File: src/sv/fgh_pkg.sv
`default_nettype none
package fgh_pkg;

  typedef enum logic [1:0] {
    OP_KIN = 2'd0,
    OP_CPL = 2'd1,
    OP_VEC = 2'd2,
    OP_CMP = 2'd3
  } op_t;

  typedef struct packed {
    op_t                operation;
    logic [8:0]         grid_index;
    logic [2:0]         row_channel;
    logic [2:0]         col_channel;
    logic signed [63:0] load_value;
  } in_item_t;

  typedef struct packed {
    logic signed [63:0] product_value;
    logic [2:0]         out_channel;
    logic [8:0]         out_point;
    logic               saturated;
  } out_item_t;

  // queued work for the back end
  typedef struct packed {
    op_t         op;
    logic [8:0]  n;
    logic [2:0]  p;
    logic [2:0]  q;
    logic [63:0] value;
  } job_t;

  typedef struct packed {
    logic        busy;
    logic        sat;
    logic [63:0] acc;
  } mac_stat_t;

  localparam int unsigned FRAC_BITS = 40;

  localparam logic REG_GRID = 1'b0;
  localparam logic REG_CHAN = 1'b1;

  localparam logic [9:0] GRID_RESET = 10'd512;
  localparam logic [3:0] CHAN_RESET = 4'd1;

endpackage
`default_nettype wire

File: src/sv/fgh_front.sv
`default_nettype none
module fgh_front #(
  parameter int GRID_MAX    = 512,
  parameter int CHANNEL_MAX = 8
) (
  input  wire logic             clk,
  input  wire logic             rst_n,
  input  wire logic             start,
  input  wire fgh_pkg::in_item_t in_item,
  input  wire logic [9:0]       nn,
  input  wire logic [3:0]       cc,
  input  wire logic             pop,
  output logic                  busy,
  output logic                  job_valid,
  output fgh_pkg::job_t         job
);

  localparam logic [12:0] GRID_LIM = 13'(GRID_MAX);
  localparam logic [5:0]  CHAN_LIM = 6'(CHANNEL_MAX);

  fgh_pkg::job_t q_r [2];
  logic          wr_ptr_r, wr_ptr_nxt;
  logic          rd_ptr_r, rd_ptr_nxt;
  logic [1:0]    cnt_r, cnt_nxt;
  logic          legal, push, n_ok, p_ok, q_ok;

  assign n_ok = {4'b0, in_item.grid_index} < GRID_LIM;
  assign p_ok = {3'b0, in_item.row_channel} < CHAN_LIM;
  assign q_ok = {3'b0, in_item.col_channel} < CHAN_LIM;

  // drop loads outside the stores and computes outside the active grid or channels
  always_comb begin
    case (in_item.operation)
      fgh_pkg::OP_KIN: legal = n_ok;
      fgh_pkg::OP_CPL: legal = n_ok && p_ok && q_ok;
      fgh_pkg::OP_VEC: legal = n_ok && p_ok;
      fgh_pkg::OP_CMP: legal = ({1'b0, in_item.grid_index} < nn) &&
                               ({1'b0, in_item.row_channel} < cc);
      default:         legal = 1'b0;
    endcase
  end

  assign busy      = (cnt_r == 2'd2);
  assign push      = start && !busy && legal;
  assign job_valid = (cnt_r != 2'd0);
  assign job       = q_r[rd_ptr_r];

  always_comb begin
    wr_ptr_nxt = wr_ptr_r ^ push;
    rd_ptr_nxt = rd_ptr_r ^ pop;
    cnt_nxt    = cnt_r + 2'(push) - 2'(pop);
  end

  always_ff @(posedge clk) begin
    if (!rst_n) begin
      wr_ptr_r <= 1'b0;
      rd_ptr_r <= 1'b0;
      cnt_r    <= 2'd0;
    end else begin
      wr_ptr_r <= wr_ptr_nxt;
      rd_ptr_r <= rd_ptr_nxt;
      cnt_r    <= cnt_nxt;
    end
  end

  always_ff @(posedge clk) begin
    if (push) begin
      q_r[wr_ptr_r] <= '{op: in_item.operation, n: in_item.grid_index,
                         p: in_item.row_channel, q: in_item.col_channel,
                         value: in_item.load_value};
    end
  end

endmodule
`default_nettype wire

File: config.mk
export PLATFORM = sky130hd
export DESIGN_NAME = fgh_front
export DESIGN_NICKNAME = d
export VERILOG_FILES = /design/src/sv/fgh_pkg.sv /design/src/sv/fgh_front.sv
export SDC_FILE = /design/constraint.sdc
export NUM_CORES = 1
export LEC_CHECK = 0
export ABC_CLOCK_PERIOD_IN_PS = 4470
export BUFFER_PORTS_ARGS = -buffer_cell sky130_fd_sc_hd__buf_2
export CAP_MARGIN = 20
export CORE_MARGIN = 2
export CORE_UTILIZATION = 30
export DETAILED_ROUTE_END_ITERATION = 10
export GPL_ROUTABILITY_DRIVEN = 0
export GPL_TIMING_DRIVEN = 0
export MAX_ROUTING_LAYER = met4
export REMOVE_ABC_BUFFERS = 1
export SYNTH_ARGS = -nofsm -noshare
export SYNTH_HDL_FRONTEND = slang
export SYNTH_SLANG_ARGS = --single-unit
File: constraint.sdc
create_clock -name clk -period 4.47 [get_ports clk]
set_input_delay 0.6705 -clock clk [delete_from_list [all_inputs] [get_ports clk]]
set_output_delay 0.6705 -clock clk [all_outputs]
set_load 0.005 [all_outputs]
==> impl_metrics.yaml, run 1 <==
clocking:
  cts_setup_buffers: 0
  htree_num_levels: 4
  clk_pin_slew_ns: 0.07
  clock-root-buffer: "clkbuf_16"
  cts_sinks: 167
  tritoncts.num_buffers: 17
  clk_latency_ns: 0.42
  tritoncts: "built"
  cts_resized: 0
  cts_buffer_depth: 2
  hold_buffers: 0
drt:
  wl_um: 11940
  vias: 3438
  drt_iter0_markers: 105
  wl_per_cell_um: 15.00
  route.detailed.drc: 0
  detail-route-antenna-nets: 0
  vias_per_cell: 4.319
  firstDrtPassIters: 4
critical_path:
  cp_top_family: "compound AO/OA/AOI/OAI gates"
  cp_cell_sequence: "buf_2 -> ha_1 -> a211o_1 -> a211o_1 -> o211ai_1 -> ha_4 -> buf_12"
  critPathKind: "in2reg"
  start_kind: "input pin"
  cp_common_cell: "a211o_1"
  worst-path-buf-inv: 2
  crit_fanout: 41
  cp_slowest_cell: "ha_4"
  crit_arrival_ns: 3.00
  cpPeakStageDelay_ns: 0.61
  required_ns: 4.56
  endpoint_kind: "register"
sta:
  setup_violations: 0
  worst_pin_slew_ns: 0.6423
  min_period_ns: 2.908
  rsz0062_at_grt: "false"
  timing.final.crit_share_pct: 65.05
  hold_violations: 0
  finClkSkew_ns: 0.02069
  slew_headroom_pct: 57.18
  fmax_mhz: 343.9
  slew_viol_final: 0
flow_run:
  max_cap_viol_count: 0
cells_and_area:
  fillerInstances: 1986
  finalNetCount: 621
  layout.cells.non_filler: 796
  finalInstanceArea_sq_um: 8280
  diodes: 0
  drive_above_1_share_pct: 54.51
  area_growth_pct: 30.05
logic_synthesis:
  syn_inst: 314
  ys_seq_area_share_pct: 77.97
  ys_ff_latch: 167
  syn_area_sq_um: 6367
  avgSynthCellArea_sq_um: 20.28
  yosysWarningCount: 0
  ys_types: 29
floorplanning:
  rows: 53
  start_util_pct: 30.39
  die_w_um: 149.7
  die_area_sq_um: 22410
  die_y_um: 149.7
  core-area_sq_um: 20960
  io_pins: 182
hold_path:
  hold_class: "in2reg"
global_routing:
  grt_pass1_vias: 3756
  grt.total_usage_pct: 11.17
  grt_antenna_before_repair: 0
  grt-ovfl-total: 0
  grt_max_degree: 46
  grt_pass1_wl_um: 18270
place:
  placed_area_sq_um: 7677
  numPlacedInstances: 764
  numPortBuffers: 181
  hpwl_um: 8271
pwr:
  p_leak_nw: 3.195
  power_density_nw_per_um2: 563.2
  ir_drop_mv: 0.3637
run_status:
  status: "completed"
-- per-layer routing --
metal / vias to the layer above / part of all wire, % / global-route usage, %
li1: 1619 / - / -
met1: 1691 / 41 / 12.15
met2: 117 / 50 / 19.15
met3: 11 / 7.2 / 3.415
met4: 0 / 1.4 / 4.387
met5: - / 0 / -
-- worst reg2reg max path: stages (launching register included) --
cell and delay (ns):
dfxtp_1 0.36, and2b_1 0.20, nand2b_4 0.15, a211o_1 0.28, o211ai_1 0.40, ha_4 0.61
buf_12 0.32
-- sequential cells by signal (all words and copies together), names as in the netlist, named ones only --
signal / count
cnt_r: 2
q_r: 162
rd_ptr_r: 1
wr_ptr_r: 1
-- final cells by class --
| cell class | count | area (sq um) | share of cell area, % |
|---|---|---|---|
| sequential | 167 | 4969 | 60.00 |
| timing repair buffer | 184 | 980.9 | 11.85 |
| inverter | 12 | 45.04 | 0.5440 |
| multi-input combinational | 126 | 1339 | 16.17 |
| clock inverter | 15 | 177.7 | 2.146 |
| tap | 275 | 344.1 | 4.155 |
| clock buffer | 17 | 425.4 | 5.138 |
-- power by group --
group          internal [mW]  leakage (nW)  switching, mW
Clock                  0.803         0.297          0.663
Sequential              2.19          1.57         0.0948
Combinational          0.435          1.32          0.476
Total                   3.43          3.19           1.23
-- layout by cell type, fill, tap and decap left out, types with 2 or more instances in the layout --
| master | instances |
|---|---|
| mux2_1 | 19 |
| buf_2 | 181 |
| and2_1 | 4 |
| a211o_1 | 2 |
| nand2b_4 | 2 |
| mux2_2 | 62 |
| nor2_1 | 3 |
| clkbuf_16 | 17 |
| buf_16 | 2 |
| inv_6 | 5 |
| inv_1 | 12 |
| ha_1 | 12 |
| xnor2_1 | 2 |
| inv_8 | 4 |
| clkinv_4 | 3 |
| ha_4 | 2 |
| edfxtp_1 | 162 |
| clkinv_8 | 2 |
| a21oi_1 | 3 |
| dfxtp_1 | 4 |
-- final timing paths --
path / cells after the start / to / from / slack, ns
max reg2reg: 6 / q_r[0][46] / cnt_r[0] / 1.80
max: 7 / q_r[0][46] / in_item[68] / 1.56
min reg2reg: 2 / register / rd_ptr_r / 0.59
min: 1 / q_r[0][54] / in_item[54] / 0.43
-- cell families (layout without fill, tap and decap cells) --
family	Yosys count	in the layout	share of synthesized area (%)
compound gates	11	11	1.336
xor+xnor	3	3	0.4127
fa+ha+maj	14	14	2.751
buf+inv	21	228	1.395
flops	167	167	77.97
mux	81	81	14.33
simple gates	17	17	1.808
-- Yosys cell counts --
library cell / count / area, sq um
and2b_1: 1 / 7.510
buf_2: 8 / 40.04
a2111o_1: 1 / 11.26
a211oi_1: 1 / 7.510
nor3_1: 1 / 5.000
mux2_1: 19 / 214.0
nor2_1: 3 / 11.26
nand4_1: 1 / 6.260
edfxtp_1: 162 / 4865
inv_1: 12 / 45.04
and2_1: 4 / 25.02
nor2b_1: 1 / 6.260
mux2_2: 62 / 698.2
and4b_1: 1 / 10.01
nand2_1: 1 / 3.750
a21o_1: 1 / 7.510
nand2b_4: 2 / 27.53
o221ai_1: 1 / 8.760
o211a_1: 1 / 10.01
o211ai_1: 1 / 7.510
nand2b_1: 1 / 6.260
xnor2_1: 2 / 17.52
a211o_1: 2 / 17.52
xor2_1: 1 / 8.760
ha_1: 14 / 175.2
or2_2: 1 / 6.260
a21oi_1: 3 / 15.01
dfxtp_1: 5 / 100.1
clkbuf_1: 1 / 3.750
-- stage by stage --
| step | hold WS [ns] | TNS [ns] | util (%) | setup WS [ns] | power [mW] |
|---|---|---|---|---|---|
| floorplan | 0.5342 | 0 | - | 0.3237 | 2.804 |
| global placement | 0.5417 | -141.38 | 36.14 | -0.8800 | 3.222 |
| detailed placement | 0.5738 | 0 | 36.64 | 1.077 | 3.264 |
| CTS | 0.4090 | 0 | 39.52 | 1.527 | 4.752 |
| global route | 0.4020 | 0 | 39.52 | 1.355 | 4.921 |
| finish | 0.4319 | 0 | 39.52 | 1.562 | 4.664 |
Power figures use the tool's default switching activity.
==> inputs of run 2 (changes only) <==
--- a/config.mk
+++ b/config.mk
@@ -5,7 +5,8 @@
 export SDC_FILE = /design/constraint.sdc
 export NUM_CORES = 1
 export LEC_CHECK = 0
-export ABC_CLOCK_PERIOD_IN_PS = 4470
+export ABC_AREA = 1
+export ABC_CLOCK_PERIOD_IN_PS = 2800
 export BUFFER_PORTS_ARGS = -buffer_cell sky130_fd_sc_hd__buf_2
 export CAP_MARGIN = 20
 export CORE_MARGIN = 2
==> constraint.sdc (replaced) <==
create_clock -name clk -period 2.8 [get_ports clk]
set_input_delay 0.42 -clock clk [delete_from_list [all_inputs] [get_ports clk]]
set_output_delay 0.42 -clock clk [all_outputs]
set_load 0.005 [all_outputs]
==> impl_metrics.yaml, run 2 <==
clocking:
  tritoncts: "built"
  tritoncts.num_buffers: 17
  clk_pin_slew_ns: 0.07
  clock-root-buffer: "clkbuf_16"
  cts_sinks: 167
  cts_setup_buffers: 0
  htree_num_levels: 4
  cts_resized: 0
  cts_buffer_depth: 2
  clk_latency_ns: 0.41
  hold_buffers: 0
hold_path:
  min_from: "in_item[66]"
  hold_class: "in2reg"
place:
  numPortBuffers: 181
  hpwl_um: 8891
floorplanning:
  die_w_um: 154.7
  die_y_um: 154.7
  start_util_pct: 30.36
  rows: 55
  core-area_sq_um: 22430
  die_area_sq_um: 23920
  io_pins: 182
logic_synthesis:
  async_reset_ff_share_pct: 0
  synth_top_cell_area_share_pct: 71.43
  synth_ff_type: "edfxtp_1"
  ys_seq_area_share_pct: 72.90
  muxShareOfSynthArea_pct: 17.80
  avgSynthCellArea_sq_um: 19.91
  yosysTopAreaCell: "edfxtp_1"
  synth_top_family_by_area: "multiplexers"
  syn_inst: 342
  syn_area_sq_um: 6810
  ys_top_cells_by_area: "edfxtp_1 71%, mux2_4 18%, ha_1 2.6%"
  synth-simple-area-share_pct: 1.856
  synth-compound-area-share_pct: 0.7349
  synth_common_cells: "162 x edfxtp_1, 80 x mux2_4, 27 x inv_1, 26 x nand2_1, 14 x ha_1"
  yosysMostFrequentCell: "edfxtp_1"
  synth_fa_ha_area_share_pct: 2.572
  synth_xor_area_share_pct: 0.1286
  ys_types: 14
  ys_ff_latch: 167
  synth_edf_count: 162
  yosysWarningCount: 0
cells_and_area:
  finalNetCount: 650
  fillerInstances: 2085
  top_regs: "q_r (162), cnt_r (2)"
  drive_above_1_share_pct: 54.64
  area_growth_pct: 26.07
  final_common_cell: "buf_2"
  largest_reg_flops: 162
  most-common-layout-cells: "181 x buf_2, 162 x edfxtp_1, 80 x mux2_4"
  diodes: 0
  fin_util_pct: 38.27
  regMostFlops: "q_r"
flow_run:
  max_cap_viol_count: 0
global_routing:
  grt_antenna_before_repair: 0
  grt_max_degree: 54
  grt.total_usage_pct: 11.36
  grt_pass1_wl_um: 19990
  grt_pass1_vias: 3705
  grt-ovfl-total: 0
pwr:
  power_density_nw_per_um2: 731.5
  ir_drop_mv: 0.3265
  p_leak_nw: 3.509
sta:
  fmax_mhz: 384.9
  worst_pin_slew_ns: 0.5366
  finClkSkew_ns: 0.007041
  hold_violations: 0
  timing.final.crit_share_pct: 92.78
  slew_viol_final: 0
  whs_ns: 0.1955
  slew_headroom_pct: 64.23
  min_period_ns: 2.598
  rsz0062_at_grt: "false"
  setup_violations: 0
run_status:
  status: "completed"
critical_path:
  critPathKind: "reg2out"
  crit_fanout: 30
  crit_arrival_ns: 2.18
  ff2ff_setup_slack_ns: 0.68
  endpoint_kind: "output port"
  start_kind: "register"
  reg2reg_from: "cnt_r[1]"
  required_ns: 2.38
drt:
  drt_iter0_markers: 109
  wl_per_cell_um: 15.62
  vias_per_cell: 4.199
  firstDrtPassIters: 4
  wl_um: 13030
  route.detailed.drc: 0
  detail-route-antenna-nets: 0
  vias: 3502
[run 2: critical path, cell delays in order, from the launching register on]
cell     delay [ns]
dfxtp_4        0.68
buf_12         0.31
buf_16         0.25
mux2_4         0.33
buf_2          0.13
[run 2: worst paths after layout]
kind / to / cells after the start
setup / recovery: job[48] / 4
hold reg to reg: register / 1
hold / removal: q_r[1][66] / 1
setup reg to reg: q_r[1][24] / 5
[run 2: metal layers]
layer	up-vias	track usage, %	wire length [um]
li1	1670	-	-
met5	-	-	0
met2	104	19.20	6582
met4	0	3.836	118
met1	1723	12.90	5620
met3	5	3.446	707
[run 2: power by group]
part           switching [mW]  internal (mW)
clock                   0.979           1.23
combinational           0.435          0.489
sequential             0.0815           3.07
[run 2: area by class of cell]
cell class / instances / area, sq um / area share (%)
well taps: 285 / 356.6 / 4.153
inverters: 27 / 101.3 / 1.180
multi-input cells: 139 / 1598 / 18.61
clock buffers: 18 / 429.2 / 4.999
repair buffers: 185 / 1008 / 11.75
flip-flops and latches: 167 / 4969 / 57.87
clock inverters: 13 / 123.9 / 1.443
[run 2: cell families after synthesis]
family / after synthesis
multiplexers: 81
buffers and inverters: 36
adder cells (fa/ha/maj): 14
flip-flops: 167
XOR/XNOR: 1
AND/OR/NAND/NOR: 33
AO/OA/AOI/OAI: 10
[run 2: per-stage QoR]
stage | std cells | TNS [ns] | instance area, sq um | worst slack [ns] | power [mW]
2_1_floorplan | 333 | -242.79 | 6639 | -1.258 | 3.744
3_3_place_gp | 799 | -580.39 | 7901 | -2.566 | 4.145
3_5_place_dp | 803 | -19.44 | 8033 | -0.1906 | 4.157
4_1_cts | 834 | 0 | 8586 | 0.1352 | 6.397
5_1_grt | 834 | 0 | 8586 | 0.06908 | 6.583
6_report | 834 | 0 | 8586 | 0.2021 | 6.281
==> inputs of run 3 (changes only) <==
--- a/config.mk
+++ b/config.mk
@@ -6,15 +6,18 @@
 export NUM_CORES = 1
 export LEC_CHECK = 0
 export ABC_AREA = 1
-export ABC_CLOCK_PERIOD_IN_PS = 2800
+export ABC_CLOCK_PERIOD_IN_PS = 2700
 export BUFFER_PORTS_ARGS = -buffer_cell sky130_fd_sc_hd__buf_2
 export CAP_MARGIN = 20
+export CELL_PAD_IN_SITES_DETAIL_PLACEMENT = 1
+export CELL_PAD_IN_SITES_GLOBAL_PLACEMENT = 2
 export CORE_MARGIN = 2
 export CORE_UTILIZATION = 30
 export DETAILED_ROUTE_END_ITERATION = 10
 export GPL_ROUTABILITY_DRIVEN = 0
 export GPL_TIMING_DRIVEN = 0
 export MAX_ROUTING_LAYER = met4
+export PLACE_DENSITY_LB_ADDON = 0.1
 export REMOVE_ABC_BUFFERS = 1
 export SYNTH_ARGS = -nofsm -noshare
 export SYNTH_HDL_FRONTEND = slang
==> constraint.sdc (replaced) <==
create_clock -name clk -period 2.7 [get_ports clk]
set_input_delay 0.405 -clock clk [delete_from_list [all_inputs] [get_ports clk]]
set_output_delay 0.405 -clock clk [all_outputs]
set_load 0.005 [all_outputs]
==> impl_metrics.yaml, run 3 (synthesized netlist as in run 2, its figures left out) <==
place:
  hpwl_um: 9060
  numPortBuffers: 181
  numPlacedInstances: 802
flow_run:
  max_cap_viol_count: 0
clocking:
  clock-root-buffer: "clkbuf_16"
  cts_sinks: 167
  clk_pin_slew_ns: 0.07
  tritoncts.num_buffers: 17
  tritoncts: "built"
  hold_buffers: 0
  htree_num_levels: 4
  clk_latency_ns: 0.42
  cts_buffer_depth: 2
global_routing:
  grt_antenna_before_repair: 2
  grt_max_degree: 51
  grt_pass1_vias: 3767
  grt_pass1_wl_um: 20150
  grt.total_usage_pct: 11.47
  grt-ovfl-total: 0
critical_path:
  cp_cell_sequence: "buf_2 -> ha_1 -> nand2_1 -> inv_1 -> a21oi_1 -> nand2_1 -> nand2_1 -> nand2_1 -> a21oi_2 -> ha_4 -> buf_16"
  crit_arrival_ns: 2.48
  critPathKind: "in2reg"
  crit_fanout: 50
  worst-path-buf-inv: 3
  cpPeakStageDelay_ns: 0.51
  start_kind: "input pin"
  required_ns: 2.79
  cp_common_cell: "nand2_1"
  endpoint_kind: "register"
  cp_slowest_cell: "ha_4"
  cp_top_family: "adder cells"
sta:
  fmax_mhz: 417.3
  timing.final.crit_share_pct: 88.76
  setup_violations: 0
  hold_violations: 0
  finClkSkew_ns: 0.01720
  slew_viol_final: 0
  rsz0062_at_grt: "false"
  slew_headroom_pct: 66.47
  worst_pin_slew_ns: 0.5029
  min_period_ns: 2.397
cells_and_area:
  most-common-layout-cells: "181 x buf_2, 162 x edfxtp_1, 80 x mux2_4"
  finalNetCount: 651
  fin_util_pct: 38.50
  top_regs: "q_r (162), cnt_r (2)"
  layout.cells.non_filler: 837
  final_common_cell: "buf_2"
  largest_reg_flops: 162
  regMostFlops: "q_r"
  area_growth_pct: 26.82
  drive_above_1_share_pct: 54.73
drt:
  wl_per_cell_um: 15.95
  vias_per_cell: 4.197
  detail-route-antenna-nets: 0
  drt_iter0_markers: 136
  wl_um: 13350
  route.detailed.drc: 0
  firstDrtPassIters: 4
  vias: 3513
run_status:
  status: "completed"
floorplanning:
  core-area_sq_um: 22430
  io_pins: 182
  rows: 55
  die_y_um: 154.7
  start_util_pct: 30.36
  die_area_sq_um: 23920
  die_w_um: 154.7
pwr:
  p_leak_nw: 3.533
  ir_drop_mv: 0.3375
  switching_share_pct: 23.22
  power_density_nw_per_um2: 763.7
  seq_power_share_pct: 49.4
  p_comb_share_pct: 14.7
  switchingPower_mw: 1.532
  p_int_mw: 5.065
  p_clk_share_pct: 35.9
hold_path:
  hold_class: "in2reg"
[run 3: cell count changes in the layout (fill, tap and decap cells not counted)]
cell        before  now
buf_12           1    2
bufinv_16        1    2
clkbuf_1         1    2
clkinv_2         1    0
clkinv_4         1    2
a21oi_2          0    1
a21oi_1          6    5
clkinvlp_4       6    4
diode_2          0    2
[run 3: through the flow]
stage / setup TNS [ns] / instance area (sq um) / total power, mW / hold slack, ns / setup slack [ns]
after floorplan: -263.44 / 6639 / 3.882 / 0.4245 / -1.343
after global placement: -644.33 / 7901 / 4.320 / 0.4408 / -2.792
after detailed placement: -37.28 / 8013 / 4.308 / 0.4335 / -0.4250
after CTS: 0 / 8588 / 6.712 / 0.1474 / 0.04315
after global routing: 0 / 8637 / 6.907 / 0.1514 / 0.1460
final: 0 / 8637 / 6.597 / 0.1732 / 0.3034
[run 3: worst reg2reg max path: stages, from the launching register on]
cell	delay [ns]
dfxtp_1	0.37
o21ai_0	0.16
a21oi_2	0.26
ha_4	0.51
buf_16	0.32
[run 3: worst paths after layout]
check / from / to / slack (ns) / depth (start not counted)
worst max-delay path: in_item[75] / q_r[0][61] / 0.30 / 11
worst min-delay path: in_item[35] / q_r[0][35] / 0.17 / 1
worst max register to register: cnt_r[0] / q_r[0][61] / 0.69 / 4
worst min register to register: rd_ptr_r / register / 0.45 / 1
[run 3: what timing repair did]
item | 4_1_cts | 5_1_grt
setup buffers | 0 | 2
setup endpoints to repair | 0 | 39
gates resized for setup | 0 | 1
[run 3: power groups by stage]
stage | registers [mW] | logic (mW) | clock network [mW]
after floorplan | 3.35 | 0.537 | 0
after global placement | 3.39 | 0.932 | 0
after detailed placement | 3.34 | 0.973 | 0
after CTS | 3.28 | 0.975 | 2.46
after global routing | 3.29 | 1.07 | 2.55
final | 3.26 | 0.967 | 2.37
[run 3: per-layer routing]
metal	track usage [%]	up-vias	share of wire [%]	wire length (um)
met2	17.73	121	49	6485
li1	-	1676	-	-
met3	4.427	9	7.2	960
met1	13.90	1707	43	5764
met5	-	-	0	0
met4	3.660	0	1.0	135
[run 3: final cells by class]
cell class              count  area (sq um)
diodes                      2         5.005
clock buffers              19         432.9
clock inverters            12         142.6
fillers                  2297         13800
inverters                  27         101.3
multi-input cells         139          1602
flip-flops and latches    167          4969
well taps                 285         356.6
repair buffers            186          1028
